`config.mk`:
```
export PLATFORM = sky130hd
export DESIGN_NAME = door_remote_status_sequencer
export DESIGN_NICKNAME = d
export VERILOG_FILES = /design/src/sv/drss_pkg.sv /design/src/sv/drss_cfg.sv /design/src/sv/drss_step.sv /design/src/sv/door_remote_status_sequencer.sv
export VERILOG_INCLUDE_DIRS = /design/src /design/src/sv
export SDC_FILE = /design/constraint.sdc
export NUM_CORES = 1
export LEC_CHECK = 0
export BUFFER_PORTS_ARGS = -buffer_cell sky130_fd_sc_hd__buf_4
export CAP_MARGIN = 20
export CORE_UTILIZATION = 40
export CTS_CLUSTER_SIZE = 40
export DETAILED_ROUTE_END_ITERATION = 12
export PLACE_DENSITY_LB_ADDON = 0.05
export SLEW_MARGIN = 20
export SYNTH_ARGS = -nofsm -noshare
export SYNTH_HDL_FRONTEND = slang
export SYNTH_HIERARCHICAL = 1
export SYNTH_SLANG_ARGS = --single-unit
```
`constraint.sdc`:
```
create_clock -name clk_i -period 10.8 [get_ports clk_i]
set_input_delay 2.16 -clock clk_i [delete_from_list [all_inputs] [get_ports clk_i]]
set_output_delay 2.16 -clock clk_i [all_outputs]
set_load 0.02 [all_outputs]
```
`src/sv/assert_macros.svh`:
```
// Assertion macros shared by the door remote status sequencer RTL.
// Each macro turns into a labeled concurrent assertion in simulation and into
// nothing when SYNTHESIS is defined.
`ifndef ASSERT_MACROS_SVH
`define ASSERT_MACROS_SVH

`ifndef SYNTHESIS

// Property checked at every rising clock edge outside of reset.
`define DRSS_ASSERT(label, clk, rst_n, prop) \
  label: assert property (@(posedge clk) disable iff (!rst_n) (prop)) \
    else $error("door remote status sequencer assertion failed");

// Implication with the consequent checked in the cycle after the antecedent.
`define DRSS_ASSERT_NEXT(label, clk, rst_n, ante, cons) \
  label: assert property (@(posedge clk) disable iff (!rst_n) (ante) |=> (cons)) \
    else $error("door remote status sequencer assertion failed");

`else

`define DRSS_ASSERT(label, clk, rst_n, prop)
`define DRSS_ASSERT_NEXT(label, clk, rst_n, ante, cons)

`endif

`endif

```
`src/sv/drss_pkg.sv`:
```
// Types, codes and helper functions of the door remote status sequencer.
// Used by every module of the block; depends on nothing else.
`default_nettype none

package drss_pkg;

  localparam int unsigned SAMPLE_W = 10;
  localparam int unsigned TIMER_W  = 16;
  localparam int unsigned CHG_W    = 8;
  localparam int unsigned CFG_W    = (TIMER_W > SAMPLE_W) ? TIMER_W : SAMPLE_W;
  localparam int unsigned CFG_IDX_W = 3;

  localparam logic [TIMER_W-1:0] TIMER_MAX = {TIMER_W{1'b1}};
  localparam logic [CHG_W-1:0]   CHG_MAX   = {CHG_W{1'b1}};

  // Request codes carried by each tick.
  localparam logic [1:0] REQ_NONE   = 2'd0;
  localparam logic [1:0] REQ_OPEN   = 2'd1;
  localparam logic [1:0] REQ_CLOSE  = 2'd2;
  localparam logic [1:0] REQ_STATUS = 2'd3;

  // Configuration register indexes.
  localparam logic [CFG_IDX_W-1:0] CFG_HIGH_THR   = 3'd0;
  localparam logic [CFG_IDX_W-1:0] CFG_LOW_THR    = 3'd1;
  localparam logic [CFG_IDX_W-1:0] CFG_PRESS      = 3'd2;
  localparam logic [CFG_IDX_W-1:0] CFG_SAMPLE     = 3'd3;
  localparam logic [CFG_IDX_W-1:0] CFG_BLINK_ST   = 3'd4;
  localparam logic [CFG_IDX_W-1:0] CFG_BLINK_END  = 3'd5;
  localparam logic [CFG_IDX_W-1:0] CFG_BLINK_INTV = 3'd6;
  localparam logic [CFG_IDX_W-1:0] CFG_STANDBY    = 3'd7;

  typedef enum logic [2:0] {
    PH_IDLE     = 3'd0,
    PH_WAIT     = 3'd1,
    PH_BLINK    = 3'd2,
    PH_EVAL     = 3'd3,
    PH_LOCKED   = 3'd4,
    PH_UNLOCKED = 3'd5,
    PH_LINKFAIL = 3'd6,
    PH_READERR  = 3'd7
  } phase_e;

  typedef enum logic [2:0] {
    ST_STANDBY  = 3'd0,
    ST_CHECKING = 3'd1,
    ST_LOCKED   = 3'd2,
    ST_UNLOCKED = 3'd3,
    ST_LINKFAIL = 3'd4,
    ST_READERR  = 3'd5
  } status_e;

  typedef struct packed {
    logic [SAMPLE_W-1:0] high_thr;
    logic [SAMPLE_W-1:0] low_thr;
    logic [TIMER_W-1:0]  press_ms;
    logic [TIMER_W-1:0]  sample_ms;
    logic [TIMER_W-1:0]  blink_start_ms;
    logic [TIMER_W-1:0]  blink_end_ms;
    logic [TIMER_W-1:0]  blink_intv_ms;
    logic [TIMER_W-1:0]  standby_ms;
  } cfg_t;

  typedef struct packed {
    phase_e              phase;
    logic [1:0]          kind;
    logic [TIMER_W-1:0]  elapsed;
    logic                green_seen;
    logic                red_seen;
    logic                link_err;
    logic                blink_started;
    logic [TIMER_W-1:0]  blink_wait;
    logic                light_now;
    logic                light_prev;
    logic [CHG_W-1:0]    changes;
    status_e             prev_result;
  } seq_t;

  typedef struct packed {
    logic    open_pressed;
    logic    close_pressed;
    status_e status;
    status_e last_status;
  } res_t;

  // Status shown for a phase.
  function automatic status_e phase_status(phase_e ph);
    status_e s;
    case (ph)
      PH_IDLE:     s = ST_STANDBY;
      PH_WAIT:     s = ST_CHECKING;
      PH_BLINK:    s = ST_CHECKING;
      PH_EVAL:     s = ST_CHECKING;
      PH_LOCKED:   s = ST_LOCKED;
      PH_UNLOCKED: s = ST_UNLOCKED;
      PH_LINKFAIL: s = ST_LINKFAIL;
      PH_READERR:  s = ST_READERR;
      default:     s = ST_STANDBY;
    endcase
    return s;
  endfunction

  // Sequence state with everything but the last result cleared.
  function automatic seq_t seq_cleared(status_e prev);
    seq_t c;
    c             = '0;
    c.phase       = PH_IDLE;
    c.prev_result = prev;
    return c;
  endfunction

endpackage

`default_nettype wire

```
`src/sv/drss_cfg.sv`:
```
// Configuration register file of the door remote status sequencer.
// Depends on drss_pkg for the register indexes and the cfg_t bundle.
`default_nettype none

module drss_cfg
  import drss_pkg::*;
(
  input  wire logic                 clk_i,
  input  wire logic                 rst_ni,
  input  wire logic                 cfg_we_i,
  input  wire logic [CFG_IDX_W-1:0] cfg_idx_i,
  input  wire logic [CFG_W-1:0]     cfg_data_i,
  output cfg_t                      cfg_o
);

  cfg_t cfg_q, cfg_d;

  always_comb begin
    cfg_d = cfg_q;
    if (cfg_we_i) begin
      case (cfg_idx_i)
        CFG_HIGH_THR:   cfg_d.high_thr       = cfg_data_i[SAMPLE_W-1:0];
        CFG_LOW_THR:    cfg_d.low_thr        = cfg_data_i[SAMPLE_W-1:0];
        CFG_PRESS:      cfg_d.press_ms       = cfg_data_i[TIMER_W-1:0];
        CFG_SAMPLE:     cfg_d.sample_ms      = cfg_data_i[TIMER_W-1:0];
        CFG_BLINK_ST:   cfg_d.blink_start_ms = cfg_data_i[TIMER_W-1:0];
        CFG_BLINK_END:  cfg_d.blink_end_ms   = cfg_data_i[TIMER_W-1:0];
        CFG_BLINK_INTV: cfg_d.blink_intv_ms  = cfg_data_i[TIMER_W-1:0];
        CFG_STANDBY:    cfg_d.standby_ms     = cfg_data_i[TIMER_W-1:0];
        default:        cfg_d = cfg_q;
      endcase
    end
  end

  always_ff @(posedge clk_i or negedge rst_ni) begin
    if (!rst_ni) begin
      cfg_q.high_thr       <= SAMPLE_W'(614);
      cfg_q.low_thr        <= SAMPLE_W'(164);
      cfg_q.press_ms       <= TIMER_W'(500);
      cfg_q.sample_ms      <= TIMER_W'(2200);
      cfg_q.blink_start_ms <= TIMER_W'(3500);
      cfg_q.blink_end_ms   <= TIMER_W'(8000);
      cfg_q.blink_intv_ms  <= TIMER_W'(220);
      cfg_q.standby_ms     <= TIMER_W'(10000);
    end else begin
      cfg_q <= cfg_d;
    end
  end

  assign cfg_o = cfg_q;

endmodule

`default_nettype wire

```
`src/sv/drss_step.sv`:
```
// One-tick update of the sequence state and the result it produces.
// Purely combinational; depends on drss_pkg for state, config and result types.
`default_nettype none

module drss_step
  import drss_pkg::*;
(
  input  wire seq_t                 cur_i,
  input  wire logic [1:0]           req_i,
  input  wire logic [SAMPLE_W-1:0]  smp_i,
  input  wire cfg_t                 cfg_i,
  output seq_t                      nxt_o,
  output res_t                      res_o
);

  // Next state.
  always_comb begin
    seq_t n;
    logic hi;
    logic lo;
    n  = cur_i;
    hi = (smp_i >= cfg_i.high_thr);
    lo = (smp_i < cfg_i.low_thr);

    if (cur_i.phase == PH_IDLE) begin
      if (req_i != REQ_NONE) begin
        n       = seq_cleared(cur_i.prev_result);
        n.kind  = req_i;
        n.phase = PH_WAIT;
      end
    end else if (cur_i.elapsed != TIMER_MAX) begin
      n.elapsed = cur_i.elapsed + TIMER_W'(1);
    end

    // Single color read once the sample time has passed.
    if (n.phase == PH_WAIT && n.elapsed > cfg_i.sample_ms) begin
      if (hi) begin
        n.green_seen = 1'b1;
      end else begin
        n.red_seen = 1'b1;
      end
      n.phase = PH_BLINK;
    end

    if (n.phase == PH_BLINK) begin
      if (n.elapsed > cfg_i.blink_start_ms) begin
        if (!n.blink_started) begin
          n.blink_started = 1'b1;
          n.blink_wait    = '0;
          if (hi) begin
            n.light_now  = 1'b1;
            n.light_prev = 1'b1;
          end
          if (lo) begin
            n.light_now  = 1'b0;
            n.light_prev = 1'b0;
          end
        end else if (n.blink_wait != TIMER_MAX) begin
          n.blink_wait = n.blink_wait + TIMER_W'(1);
        end
        if (n.blink_wait > cfg_i.blink_intv_ms) begin
          if (hi) begin
            n.light_now = 1'b1;
          end
          if (lo) begin
            n.light_now = 1'b0;
          end
          if (n.light_now != n.light_prev) begin
            if (n.changes != CHG_MAX) begin
              n.changes = n.changes + CHG_W'(1);
            end
            n.light_prev = n.light_now;
          end
          n.blink_wait = '0;
        end
      end
      if (n.elapsed > cfg_i.blink_end_ms) begin
        if (n.changes > CHG_W'(2)) begin
          n.link_err   = 1'b1;
          n.green_seen = 1'b0;
          n.red_seen   = 1'b0;
        end
        n.phase = PH_EVAL;
      end
    end

    // Pick the result by request kind.
    if (n.phase == PH_EVAL) begin
      n.phase = PH_READERR;
      if (n.link_err) begin
        n.phase = PH_LINKFAIL;
      end else begin
        case (n.kind)
          REQ_STATUS: begin
            if (n.green_seen) begin
              n.phase = PH_LOCKED;
            end else if (n.red_seen) begin
              n.phase = PH_UNLOCKED;
            end
          end
          REQ_CLOSE: begin
            if (n.green_seen) begin
              n.phase = PH_LOCKED;
            end
          end
          REQ_OPEN: begin
            if (n.red_seen) begin
              n.phase = PH_UNLOCKED;
            end
          end
          default: n.phase = PH_READERR;
        endcase
      end
    end

    if (n.phase != PH_IDLE && n.elapsed > cfg_i.standby_ms) begin
      n = seq_cleared(phase_status(n.phase));
    end

    nxt_o = n;
  end

  // Result of the tick, taken from the updated state.
  always_comb begin
    logic press;
    press = (nxt_o.phase != PH_IDLE) && (nxt_o.elapsed < cfg_i.press_ms);
    res_o.open_pressed  = press & nxt_o.kind[0];
    res_o.close_pressed = press & nxt_o.kind[1];
    res_o.status        = phase_status(nxt_o.phase);
    res_o.last_status   = nxt_o.prev_result;
  end

endmodule

`default_nettype wire

```
`src/sv/door_remote_status_sequencer.sv`:
```
// Top level of the door remote status sequencer: input register, tick update,
// result register. Depends on drss_pkg, drss_cfg, drss_step and assert_macros.svh.
//
//   channel  | handshake                    | payload
//   ---------+------------------------------+----------------------------------------
//   in       | in_valid_i / in_stall_o      | request_i, led_sample_i
//   out      | out_valid_o / out_stall_i    | open/close_relay_pressed_o, status_o,
//            |                              | last_status_o
//   cfg      | cfg_we_i (no wait)           | cfg_idx_i, cfg_data_i
//
// Each beat is one millisecond tick and lands in the input register; once the
// result register is free or being emptied, the tick update runs and loads its
// result into the result register. While in_stall_o is low, a new beat can be
// taken every cycle. The result register is the only place a downstream stall holds
// work; the input register stalls only while the result register is full and stalled.
// Reset clears the sequence state to standby and loads the default configuration.
`default_nettype none
`include "assert_macros.svh"

module door_remote_status_sequencer
  import drss_pkg::*;
(
  input  wire logic                 clk_i,
  input  wire logic                 rst_ni,
  // Configuration write port.
  input  wire logic                 cfg_we_i,
  input  wire logic [CFG_IDX_W-1:0] cfg_idx_i,
  input  wire logic [CFG_W-1:0]     cfg_data_i,
  // Tick input channel.
  input  wire logic                 in_valid_i,
  output      logic                 in_stall_o,
  input  wire logic [1:0]           request_i,
  input  wire logic [SAMPLE_W-1:0]  led_sample_i,
  // Result channel.
  output      logic                 out_valid_o,
  input  wire logic                 out_stall_i,
  output      logic                 open_relay_pressed_o,
  output      logic                 close_relay_pressed_o,
  output      logic [2:0]           status_o,
  output      logic [2:0]           last_status_o
);

  cfg_t cfg;

  drss_cfg u_cfg (
    .clk_i      (clk_i),
    .rst_ni     (rst_ni),
    .cfg_we_i   (cfg_we_i),
    .cfg_idx_i  (cfg_idx_i),
    .cfg_data_i (cfg_data_i),
    .cfg_o      (cfg)
  );

  // Input register.
  logic                in_vld_q, in_vld_d;
  logic [1:0]          in_req_q;
  logic [SAMPLE_W-1:0] in_smp_q;

  // Result register.
  logic out_vld_q, out_vld_d;
  res_t out_q;

  // Sequence state.
  seq_t st_q, st_d;
  res_t res;

  logic advance;
  logic in_take;

  // The buffered tick moves on when the result register is free or being emptied.
  assign advance    = in_vld_q && (!out_vld_q || !out_stall_i);
  assign in_stall_o = in_vld_q && !advance;
  assign in_take    = in_valid_i && !in_stall_o;

  drss_step u_step (
    .cur_i (st_q),
    .req_i (in_req_q),
    .smp_i (in_smp_q),
    .cfg_i (cfg),
    .nxt_o (st_d),
    .res_o (res)
  );

  always_comb begin
    in_vld_d = in_vld_q;
    if (in_take) begin
      in_vld_d = 1'b1;
    end else if (advance) begin
      in_vld_d = 1'b0;
    end
  end

  always_comb begin
    out_vld_d = out_vld_q;
    if (advance) begin
      out_vld_d = 1'b1;
    end else if (!out_stall_i) begin
      out_vld_d = 1'b0;
    end
  end

  always_ff @(posedge clk_i or negedge rst_ni) begin
    if (!rst_ni) begin
      in_vld_q  <= 1'b0;
      out_vld_q <= 1'b0;
      st_q      <= seq_cleared(ST_STANDBY);
    end else begin
      in_vld_q  <= in_vld_d;
      out_vld_q <= out_vld_d;
      if (advance) begin
        st_q <= st_d;
      end
    end
  end

  // Payload registers need no reset.
  always_ff @(posedge clk_i) begin
    if (in_take) begin
      in_req_q <= request_i;
      in_smp_q <= led_sample_i;
    end
    if (advance) begin
      out_q <= res;
    end
  end

  assign out_valid_o           = out_vld_q;
  assign open_relay_pressed_o  = out_q.open_pressed;
  assign close_relay_pressed_o = out_q.close_pressed;
  assign status_o              = out_q.status;
  assign last_status_o         = out_q.last_status;

  // A pressed relay is only ever reported while a sequence is running.
  `DRSS_ASSERT(a_press_busy, clk_i, rst_ni,
               !(out_vld_q && (out_q.open_pressed || out_q.close_pressed)
                 && out_q.status == ST_STANDBY))
  // Standby always comes with a cleared sequence timer.
  `DRSS_ASSERT(a_idle_clear, clk_i, rst_ni, st_q.phase != PH_IDLE || st_q.elapsed == '0)
  // Every tick that moves on yields a result in the next cycle.
  `DRSS_ASSERT_NEXT(a_adv_out, clk_i, rst_ni, advance, out_vld_q)

endmodule

`default_nettype wire
```
==> results of run 1 <==
==> sequential cells by signal, indices dropped and copies added (netlist names) <==
| signal | flops |
|---|---|
| st_q | 54 |
| status_o | 3 |
| u_cfg/cfg_o | 116 |
| last_status_o | 3 |
| out_valid_o | 1 |
| close_relay_pressed_o | 1 |
| open_relay_pressed_o | 1 |
| in_req_q | 2 |
| in_vld_q | 1 |
| in_smp_q | 10 |
==> how the worst max path moves through the flow <==
stage	from	end	slack [ns]	cells past startpoint
detailed placement	st_q[53]	st_q[1]	4.58	22
CTS	st_q[53]	st_q[1]	4.51	22
global route	st_q[36]	open_relay_pressed_o	3.90	27
global placement	st_q[53]	st_q[1]	4.60	22
finish	st_q[53]	st_q[1]	4.53	22
floorplan	in_req_q[0]	last_status_o[1]	5.09	24
==> per-stage QoR <==
stage	area, sq um	util, %
floorplan	12400	-
global placement	13100	42.8
detailed placement	13100	42.8
CTS	13700	44.7
global route	13700	44.8
finish	13700	44.8
==> cell families (layout without fill, tap and decap cells) <==
group	count (synthesis)	in the layout	synth area share [%]
AO/OA/AOI/OAI	179	179	9.92
XOR/XNOR	18	18	1.27
adder cells (fa/ha/maj)	117	117	11.8
buffers and inverters	162	220	6.41
flip-flops	192	192	39.9
multiplexers	181	181	18.4
AND/OR/NAND/NOR	288	288	12.3
==> area by class of cell <==
type | instances | area share [%]
Clock buffer | 20 | 3.57
Timing Repair Buffer | 63 | 3.53
Inverter | 125 | 3.42
Multi-Input combinational cell | 783 | 48.9
Sequential cell | 192 | 36.2
Clock inverter | 12 | 0.776
Tap cell | 396 | 3.62
==> worst register-to-register path, stage by stage, from the launching register on <==
cell       delay, ns
dfrtp_1         0.46
nor3_2          0.69
nand2_1         0.11
buf_4           0.29
and2_0          0.31
ha_1            0.28
nand4_1         0.20
or2_2           0.21
and2_1          0.23
nand3_1         0.12
xnor2_1         0.15
and2_1          0.17
ha_1            0.27
nand4_1         0.14
nor3_1          0.21
a21oi_1         0.09
a21oi_1         0.52
o2111ai_4       0.26
mux2i_1         0.18
o32ai_2         0.49
o22ai_2         0.22
a32o_1          0.32
mux2_4          0.25
==> layer usage <==
layer / global-route usage [%] / up-vias / wire length (microns)
li1: - / 4166 / -
met1: 30.1 / 4173 / 15500
met2: 30.1 / 154 / 13300
met3: 3.67 / 32 / 1170
met4: 6.14 / 0 / 516
met5: 0 / - / 0
==> power groups by stage <==
stage               sequential, mW  combinational (mW)  clock, mW
CTS                          0.977               0.749      0.676
finish                       0.977               0.745      0.649
detailed placement           0.990               0.742          0
floorplan                    0.973               0.532          0
global route                 0.998               0.839      0.703
global placement             0.988               0.740          0
==> placed cells by master (no fill, tap or decap), types with 10 or more instances in the layout <==
cell type / count
o21ai_0: 36
a211oi_1: 14
nor3_1: 15
dfstp_2: 41
and2_1: 24
nand2b_1: 10
nand3_1: 29
xnor2_1: 12
nand2_1: 56
clkbuf_16: 19
nor2_1: 71
buf_4: 61
a22oi_1: 14
dfrtp_1: 131
mux2_2: 103
edfxtp_1: 20
a21o_1: 12
ha_1: 117
a21oi_1: 43
inv_1: 125
mux2_4: 70
nand4_1: 34
==> results.sh, run 1 <==
export IMPL_status="completed"
export IMPL_htree_levels=4
export IMPL_ff_latch_area_sq_mm=0.00496
export IMPL_core_area_sq_mm=0.0306
export IMPL_grt_pass1_vias=8344
export IMPL_yosys_area_top_type_share_pct=26.4
export IMPL_hold_slack_ns=0.486
export IMPL_yosys_top_cells_area="dfrtp_1 26%, ha_1 12%, mux2_2 9.3%"
export IMPL_cap_violations=0
export IMPL_clockBufferDepth=2
export IMPL_yosysTopAreaCell="dfrtp_1"
export IMPL_endpoint_kind="register"
export IMPL_synthFlopType="dfrtp_1"
export IMPL_layout_min_cycle_time_ns=6.27
export IMPL_min_to="out_valid_o"
export IMPL_placementRows=64
export IMPL_ios=46
export IMPL_nNetsFinal=1335
export IMPL_wire_per_inst_microns=19.2
export IMPL_place_gp_congestion=0.838
export IMPL_die_height_microns=178
export IMPL_multi_input_area_sq_mm=0.00670
export IMPL_synth_cell_types=73
export IMPL_fmax_mhz=160
export IMPL_ys_ff_latch=192
export IMPL_slew_headroom_pct=23.9
export IMPL_yosys_top_cells_count="131 x dfrtp_1, 125 x inv_1, 117 x ha_1, 103 x mux2_2, 71 x nor2_1"
export IMPL_hpwl_microns=22100
export IMPL_slowest_delay_ns=0.69
export IMPL_initialDrtViolationCount=470
export IMPL_setup_viol_count_final=0
export IMPL_cts_root_buffer="clkbuf_16"
export IMPL_drcViolationCount=0
export IMPL_setup_slack_ns=4.53
export IMPL_drive_above_1_share_pct=27.8
export IMPL_p_per_area_mw_per_mm2=173
export IMPL_p_int_mw=1.58
export IMPL_fin_crit_sh_pct=58.0
export IMPL_post_cts_buffers=0
export IMPL_p_seq_share_pct=41.2
export IMPL_r2r_cells=22
export IMPL_post_cts_resize_count=0
export IMPL_p_sw_uw=789
export IMPL_finalHoldViolCount=0
export IMPL_yosys_warnings=6
export IMPL_reg2reg_to="st_q[1]"
export IMPL_io_buffers=45
export IMPL_leakagePower_nw=6.38
export IMPL_cts_sinks=192
export IMPL_async_flop_share_pct=89.6
export IMPL_path_class="reg -> reg"
export IMPL_p_clk_share_pct=27.4
export IMPL_total_power_mw=2.37
export IMPL_synth_fp_nets=1290
export IMPL_worst_setup_path_start_kind="register"
export IMPL_critPathRequiredTime_ns=11.14
export IMPL_cp_slowest_cell="nor3_2"
export IMPL_tightest_slew_ns=1.13
export IMPL_cp_data_arrival_time_ns=6.61
export IMPL_synth_area_per_cell_sq_um=10.9
export IMPL_die_area_sq_mm=0.0318
export IMPL_yosysMostFrequentCell="dfrtp_1"
export IMPL_hp_start="in_vld_q"
export IMPL_ant_nets=0
export IMPL_min_path_type="reg -> reg"
export IMPL_reg2reg_slack_ns=4.53
export IMPL_cts_clk_slew_worst_paths_ns=0.08
export IMPL_slew_viol_final=0
export IMPL_cts_tree="done"
export IMPL_rsz0062_at_grt="no"
export IMPL_vias=8525
export IMPL_crit_family="simple AND/OR/NAND/NOR gates"
export IMPL_grt_max_degree=68
export IMPL_first_pass_iters=5
export IMPL_grt_pass1_wl_microns=48800
export IMPL_postSynthCellCount=1137
export IMPL_clk_insertion_delay_late_ns=0.45
export IMPL_cp_num_buf_inv=1
export IMPL_post_place_ws_ns=4.58
export IMPL_initial_utilization_pct=40.6
export IMPL_fin_cells=1591
export IMPL_grt_usage_pct=20.4
export IMPL_finalClockSkew_ns=0.0113
export IMPL_drt_total_wl_microns=30500
export IMPL_setup_tns_final_ns=0
export IMPL_comb_power_share_pct=31.4
export IMPL_path_cells="nor3_2 > nand2_1 > buf_4 > and2_0 > ha_1 > nand4_1 > or2_2 > and2_1 > nand3_1 > xnor2_1 > and2_1 > ha_1 > nand4_1 > nor3_1 > a21oi_1 > a21oi_1 > o2111ai_4 > mux2i_1 > o32ai_2 > o22ai_2 > a32o_1 > mux2_4"
export IMPL_syn_area_sq_mm=0.0124
export IMPL_grt_ovfl_total=0
export IMPL_worst_path_max_fanout=35
export IMPL_swShare_pct=33.3
export IMPL_cts_buffers=17
export IMPL_peakVddDrop_mv=0.126
export IMPL_hold_depth=1
export IMPL_antenna_found_initial=0
export IMPL_reg2reg_from="st_q[53]"
export IMPL_antenna_cells=0
export IMPL_nFillCells=2949
export IMPL_synth_edff_count=20
export IMPL_place_inst=1558
export IMPL_hold_buffers=0
export IMPL_via_per_inst=5.36
export IMPL_fp_dieW_microns=178
export IMPL_area_growth_pct=10.2
export IMPL_yosysSeqAreaShare_pct=39.9
Note: power is estimated with default switching activity, not from simulation.
==> run 2: changes to the inputs <==
- ABC_AREA: default -> 1
- clock period: 10.8 -> 6 ns (I/O delays scaled with it)
==> run 2 against run 1 <==
Net effect: largest power group is now combinational logic; global-route usage grew 2.9 points; via count up 28%; clock-buffer cell count shrank 1; power rose by 140%; synthesized area grew 3.7%; maximum frequency up 15%; core utilization rose by 0.41 points; sequential share of layout area down 1.5 points.
==> results.sh, run 2 <==
export IMPL_slew_viol_final=0
export IMPL_endpoint_kind="register"
export IMPL_yosys_top_cells_area="dfrtp_1 25%, nand2_1 18%, ha_1 11%"
export IMPL_post_place_ws_ns=0.188
export IMPL_postSynthCellCount=1749
export IMPL_via_per_inst=5.00
export IMPL_fmax_mhz=183
export IMPL_final_common_cell="nand2_1"
export IMPL_clk_insertion_delay_late_ns=0.45
export IMPL_yosysMostFrequentCell="nand2_1"
export IMPL_path_class="reg -> reg"
export IMPL_grt_pass1_vias=10712
export IMPL_fin_cells=2192
export IMPL_vias=10950
export IMPL_peakVddDrop_mv=0.283
export IMPL_grt_ovfl_total=0
export IMPL_synthFlopType="dfrtp_1"
export IMPL_nFillCells=3269
export IMPL_grt_max_degree=112
export IMPL_leakagePower_nw=7.75
export IMPL_min_path_type="reg -> reg"
export IMPL_slew_headroom_pct=32.2
export IMPL_die_area_sq_mm=0.0330
export IMPL_ios=46
export IMPL_antenna_cells=0
export IMPL_fin_crit_sh_pct=90.8
export IMPL_layout_min_cycle_time_ns=5.45
export IMPL_hold_slack_ns=0.462
export IMPL_cap_violations=0
export IMPL_place_gp_congestion=0.867
export IMPL_die_height_microns=182
export IMPL_total_power_mw=5.68
export IMPL_drive_above_1_share_pct=13.4
export IMPL_syn_area_sq_mm=0.0129
export IMPL_cts_tree="done"
export IMPL_cts_buffers=17
export IMPL_cts_sinks=192
export IMPL_ys_ff_latch=192
export IMPL_worst_setup_path_start_kind="register"
export IMPL_drt_total_wl_microns=36600
export IMPL_nNetsFinal=1930
export IMPL_path_common_cell="nor2_1"
export IMPL_status="completed"
export IMPL_async_flop_share_pct=89.6
export IMPL_hp_start="u_cfg/cfg_o[103]"
export IMPL_cp_slowest_cell="dfrtp_1"
export IMPL_yosys_warnings=6
export IMPL_synth_cell_types=55
export IMPL_synth_fp_nets=1902
export IMPL_reg2reg_from="st_q[34]"
export IMPL_place_inst=2152
export IMPL_grt_usage_pct=23.2
export IMPL_p_per_area_mw_per_mm2=397
export IMPL_setup_viol_count_final=0
export IMPL_drcViolationCount=0
export IMPL_wire_per_inst_microns=16.7
export IMPL_ant_nets=0
export IMPL_area_growth_pct=10.8
export IMPL_hpwl_microns=26200
export IMPL_synth_edff_count=20
export IMPL_slowest_delay_ns=0.39
export IMPL_largest_reg_flops=116
export IMPL_worst_path_max_fanout=10
export IMPL_cp_data_arrival_time_ns=5.76
export IMPL_antenna_found_initial=0
export IMPL_cts_root_buffer="clkbuf_16"
export IMPL_htree_levels=4
export IMPL_finalClockSkew_ns=0.0130
export IMPL_clockBufferDepth=2
export IMPL_core_area_sq_mm=0.0316
export IMPL_tightest_slew_ns=1.01
export IMPL_finalHoldViolCount=0
export IMPL_yosysTopAreaCell="dfrtp_1"
export IMPL_yosysSeqAreaShare_pct=38.4
export IMPL_layout_common_cells="626 x nand2_1, 216 x inv_1, 139 x nand3_1"
export IMPL_yosys_area_top_type_share_pct=25.4
export IMPL_synth_area_per_cell_sq_um=7.37
export IMPL_hold_buffers=0
export IMPL_io_buffers=45
export IMPL_initialDrtViolationCount=645
export IMPL_first_pass_iters=7
export IMPL_crit_start="st_q[34]"
export IMPL_initial_utilization_pct=40.8
export IMPL_setup_slack_ns=0.550
export IMPL_placementRows=65
export IMPL_fp_dieW_microns=182
export IMPL_cts_clk_slew_worst_paths_ns=0.08
export IMPL_yosys_top_cells_count="628 x nand2_1, 218 x inv_1, 140 x nand3_1, 131 x dfrtp_1, 117 x ha_1"
export IMPL_critPathRequiredTime_ns=6.32
export IMPL_setup_tns_final_ns=0
export IMPL_grt_pass1_wl_microns=59000
-- run 2: changes by cell type in the layout (fill, tap and decap cells not counted), sizes merged, moves of 10 or more --
cell,previous run,this run
nand4,35,20
nand3,29,149
a21o,13,2
nand2,56,653
and2,25,4
nand2b,10,0
xnor2,12,2
mux2,173,0
buf,63,74
inv,132,238
nor2,71,126
a21oi,44,77
-- run 2: cell families after synthesis --
family                     synth area share [%]
and+or+nand+nor                            32.3
buffers and inverters                      10.0
DFF                                        38.4
AOI/OAI and AO/OA                          7.26
adders and majority gates                  11.3
xor gates and xnor gates                  0.611
-- run 2: per-layer routing --
metal / share of wire (%) / GRT usage, % / routed length [microns]
met1: 49 / 31.3 / 17800
met2: 47 / 38.8 / 17200
met3: 3.2 / 3.83 / 1180
met4: 1.3 / 5.76 / 488
met5: 0 / 0 / 0
-- run 2: through the flow --
stage                     area, sq um  utilization, %
final                           14300            45.2
after CTS                       14200            44.8
after floorplan                 12900               -
after global routing            14300            45.2
after detailed placement        13500            42.7
after global placement          13500            42.7
-- run 2: final timing paths --
check	end	slack, ns	cells past startpoint
worst min-delay path	u_cfg/cfg_o[103]	0.46	2
max in group asynchronous	u_cfg/cfg_o[78]	4.22	2
worst max register to register	open_relay_pressed_o	0.55	38
worst min register to register	u_cfg/cfg_o[103]	0.46	2
min in group asynchronous	u_cfg/cfg_o[102]	0.72	1
worst max-delay path	open_relay_pressed_o	0.55	38
-- run 2: worst max-delay path: cells and delay by family (launching register included) --
kind | cells | cell delay, ns
AND/OR/NAND/NOR | 22 | 2.54
AO/OA/AOI/OAI | 8 | 1.25
adder cells (fa/ha/maj) | 3 | 0.71
buffers and inverters | 5 | 0.40
flip-flops | 1 | 0.39
-- run 2: what timing repair did --
action                                  4_1_cts  5_1_grt
setup buffers                                 0        8
hold endpoints to repair                      0        0
endpoints found under the setup margin        0       25
gates resized for setup                       0       20
-- run 2: final cells by class --
cell class / count / area (sq um) / area share (%)
multi-input cells: 1255 / 6720 / 47.0
flip-flops and latches: 192 / 4960 / 34.7
inverters: 237 / 895 / 6.26
repair buffers: 74 / 584 / 4.09
well taps: 402 / 503 / 3.52
clock buffers: 19 / 433 / 3.03
clock inverters: 13 / 210 / 1.47
-- run 2: power by group --
| group | switching, mW | internal (mW) |
|---|---|---|
| Combinational | 1.74 | 0.875 |
| Clock | 0.544 | 0.744 |
| Sequential | 0.157 | 1.62 |
| Total | 2.44 | 3.23 |
==> run 3: changes to the inputs <==
- SYNTH_HIERARCHICAL: 1 -> default
==> run 3 against run 2 <==
Net effect: synthesized area down 6.6%; die area down 6.5%; highest routed layer unchanged; clock skew fell by 0.0036 ns; critical path type unchanged; critical endpoint is now close_relay_pressed_o.
==> results.sh, run 3 <==
export IMPL_grt_ovfl_total=0
export IMPL_hold_depth=2
export IMPL_initial_utilization_pct=40.6
export IMPL_die_area_sq_mm=0.0308
export IMPL_die_height_microns=176
export IMPL_cts_buffers=17
export IMPL_cts_clk_slew_worst_paths_ns=0.07
export IMPL_clockBufferDepth=2
export IMPL_slew_viol_final=0
export IMPL_yosys_top_cells_count="363 x nand2_1, 268 x inv_1, 179 x o21ai_0, 131 x dfrtp_1, 117 x ha_1"
export IMPL_r2r_cells=36
export IMPL_grt_pass1_vias=9808
export IMPL_cts_sinks=192
export IMPL_grtUsageMet1_pct=29.9
export IMPL_drt_total_wl_microns=31700
export IMPL_min_path_type="reg -> reg"
export IMPL_yosys_warnings=0
export IMPL_fmax_mhz=186
export IMPL_first_pass_iters=5
export IMPL_worst_setup_path_start_kind="register"
export IMPL_grt_usage_pct=21.9
export IMPL_finalHoldViolCount=0
export IMPL_core_area_sq_mm=0.0296
export IMPL_via_per_inst=5.00
export IMPL_area_growth_pct=11.2
export IMPL_leakagePower_nw=6.68
export IMPL_placementRows=63
export IMPL_status="completed"
export IMPL_syn_area_sq_mm=0.0120
export IMPL_fin_crit_sh_pct=89.7
export IMPL_grtUsageMet2_pct=35.4
export IMPL_setup_viol_count_final=0
export IMPL_worst_path_max_fanout=9
export IMPL_wire_per_inst_microns=16.1
export IMPL_cap_violations=0
export IMPL_final_common_cell="nand2_1"
export IMPL_placed_area_sq_mm=0.0128
export IMPL_slew_headroom_pct=32.6
export IMPL_initialDrtViolationCount=623
export IMPL_yosysSeqAreaShare_pct=41.1
export IMPL_critPathRequiredTime_ns=6.22
export IMPL_synth_cell_types=52
export IMPL_nNetsFinal=1726
export IMPL_hpwl_microns=23200
export IMPL_p_per_area_mw_per_mm2=409
export IMPL_synth_area_per_cell_sq_um=7.84
export IMPL_tightest_slew_ns=1.01
export IMPL_ant_nets=0
export IMPL_synthFlopType="dfrtp_1"
export IMPL_vias=9871
export IMPL_yosys_area_top_type_share_pct=27.2
export IMPL_cp_slowest_cell="dfrtp_1"
export IMPL_yosysMostFrequentCell="nand2_1"
export IMPL_grt_pass1_wl_microns=51900
export IMPL_drive_above_1_share_pct=12.0
export IMPL_drcViolationCount=0
export IMPL_async_flop_share_pct=89.6
export IMPL_io_buffers=45
export IMPL_yosysTopAreaCell="dfrtp_1"
export IMPL_cts_tree="done"
export IMPL_finalClockSkew_ns=0.00942
export IMPL_cts_root_buffer="clkbuf_16"
export IMPL_fp_dieW_microns=176
export IMPL_postSynthCellCount=1537
export IMPL_largest_reg_flops=116
export IMPL_hold_buffers=0
export IMPL_antenna_cells=0
export IMPL_slowest_delay_ns=0.40
export IMPL_clk_insertion_delay_late_ns=0.46
export IMPL_ys_ff_latch=192
export IMPL_setup_tns_final_ns=0
export IMPL_peakVddDrop_mv=0.221
export IMPL_cp_data_arrival_time_ns=5.61
export IMPL_ios=46
export IMPL_yosys_top_cells_area="dfrtp_1 27%, ha_1 12%, nand2_1 11%"
export IMPL_antenna_found_initial=0
export IMPL_path_class="reg -> reg"
export IMPL_final_area_sq_mm=0.0134
export IMPL_layout_common_cells="362 x nand2_1, 267 x inv_1, 178 x o21ai_0"
export IMPL_layout_min_cycle_time_ns=5.38
export IMPL_grtUsageMet3_pct=2.90
export IMPL_htree_levels=4
export IMPL_synth_edff_count=20
export IMPL_grt_max_degree=100
export IMPL_synth_fp_nets=1690
export IMPL_place_gp_congestion=0.858
export IMPL_busiest_layer="met2"
export IMPL_endpoint_kind="register"
[run 3: kinds of logic after synthesis]
group | share of synthesized area (%)
buffers and inverters | 10.3
and+or+nand+nor | 21.3
AOI/OAI and AO/OA | 14.4
DFF | 41.1
xor gates and xnor gates | 0.800
adders and majority gates | 12.2
[run 3: power breakdown]
| part | switching (mW) | internal, mW | leakage, nW |
|---|---|---|---|
| Clock | 0.545 | 0.561 | 0.261 |
| Sequential | 0.152 | 1.64 | 2.31 |
| Combinational | 1.71 | 0.873 | 4.11 |
[run 3: final timing paths]
check,slack (ns),endpoint,start
max,0.62,close_relay_pressed_o,st_q[34]
min reg2reg,0.48,st_q[0],st_q[0]
min in group asynchronous,0.74,st_q[1],rst_ni
max in group asynchronous,4.24,u_cfg.cfg_o[103],rst_ni
max reg2reg,0.62,close_relay_pressed_o,st_q[34]
min,0.48,st_q[0],st_q[0]
[run 3: critical path: cells and delay by family, from the launching register on]
family          cells  cell delay [ns]
compound gates      4             0.81
fa+ha+maj           3             0.80
buf+inv             8             0.82
flops               1             0.40
simple gates       21             2.29
[run 3: cell type report]
class	count	area (sq um)
tap	390	488
clock buffer	22	465
sequential	192	4960
fill	3087	16200
inverter	276	1040
multi-input combinational	1027	5910
clock inverter	10	77.6
timing repair buffer	59	467
[run 3: what timing repair did]
action,4_1_cts,5_1_grt
endpoints found under the setup margin,0,25
hold endpoints to repair,0,0
buffers inserted,0,0
gates resized for setup,0,10
[run 3: per-layer routing]
metal  wire, microns  share of wire [%]
met2           14500                 46
met4             639                2.0
met3             921                2.9
met5               0                  0
met1           15700                 50
[run 3: metrics by stage]
| stage | total power [mW] | hold WS [ns] | cells | setup slack [ns] | utilization, % |
|---|---|---|---|---|---|
| floorplan | 3.59 | 0.442 | 1537 | 1.11 | - |
| global placement | 4.35 | 0.459 | 1943 | 0.465 | 43.2 |
| detailed placement | 4.37 | 0.466 | 1943 | 0.384 | 43.2 |
| CTS | 5.49 | 0.483 | 1975 | 0.356 | 45.0 |
| global route | 5.97 | 0.490 | 1976 | -0.0535 | 45.2 |
| finish | 5.47 | 0.484 | 1976 | 0.616 | 45.2 |
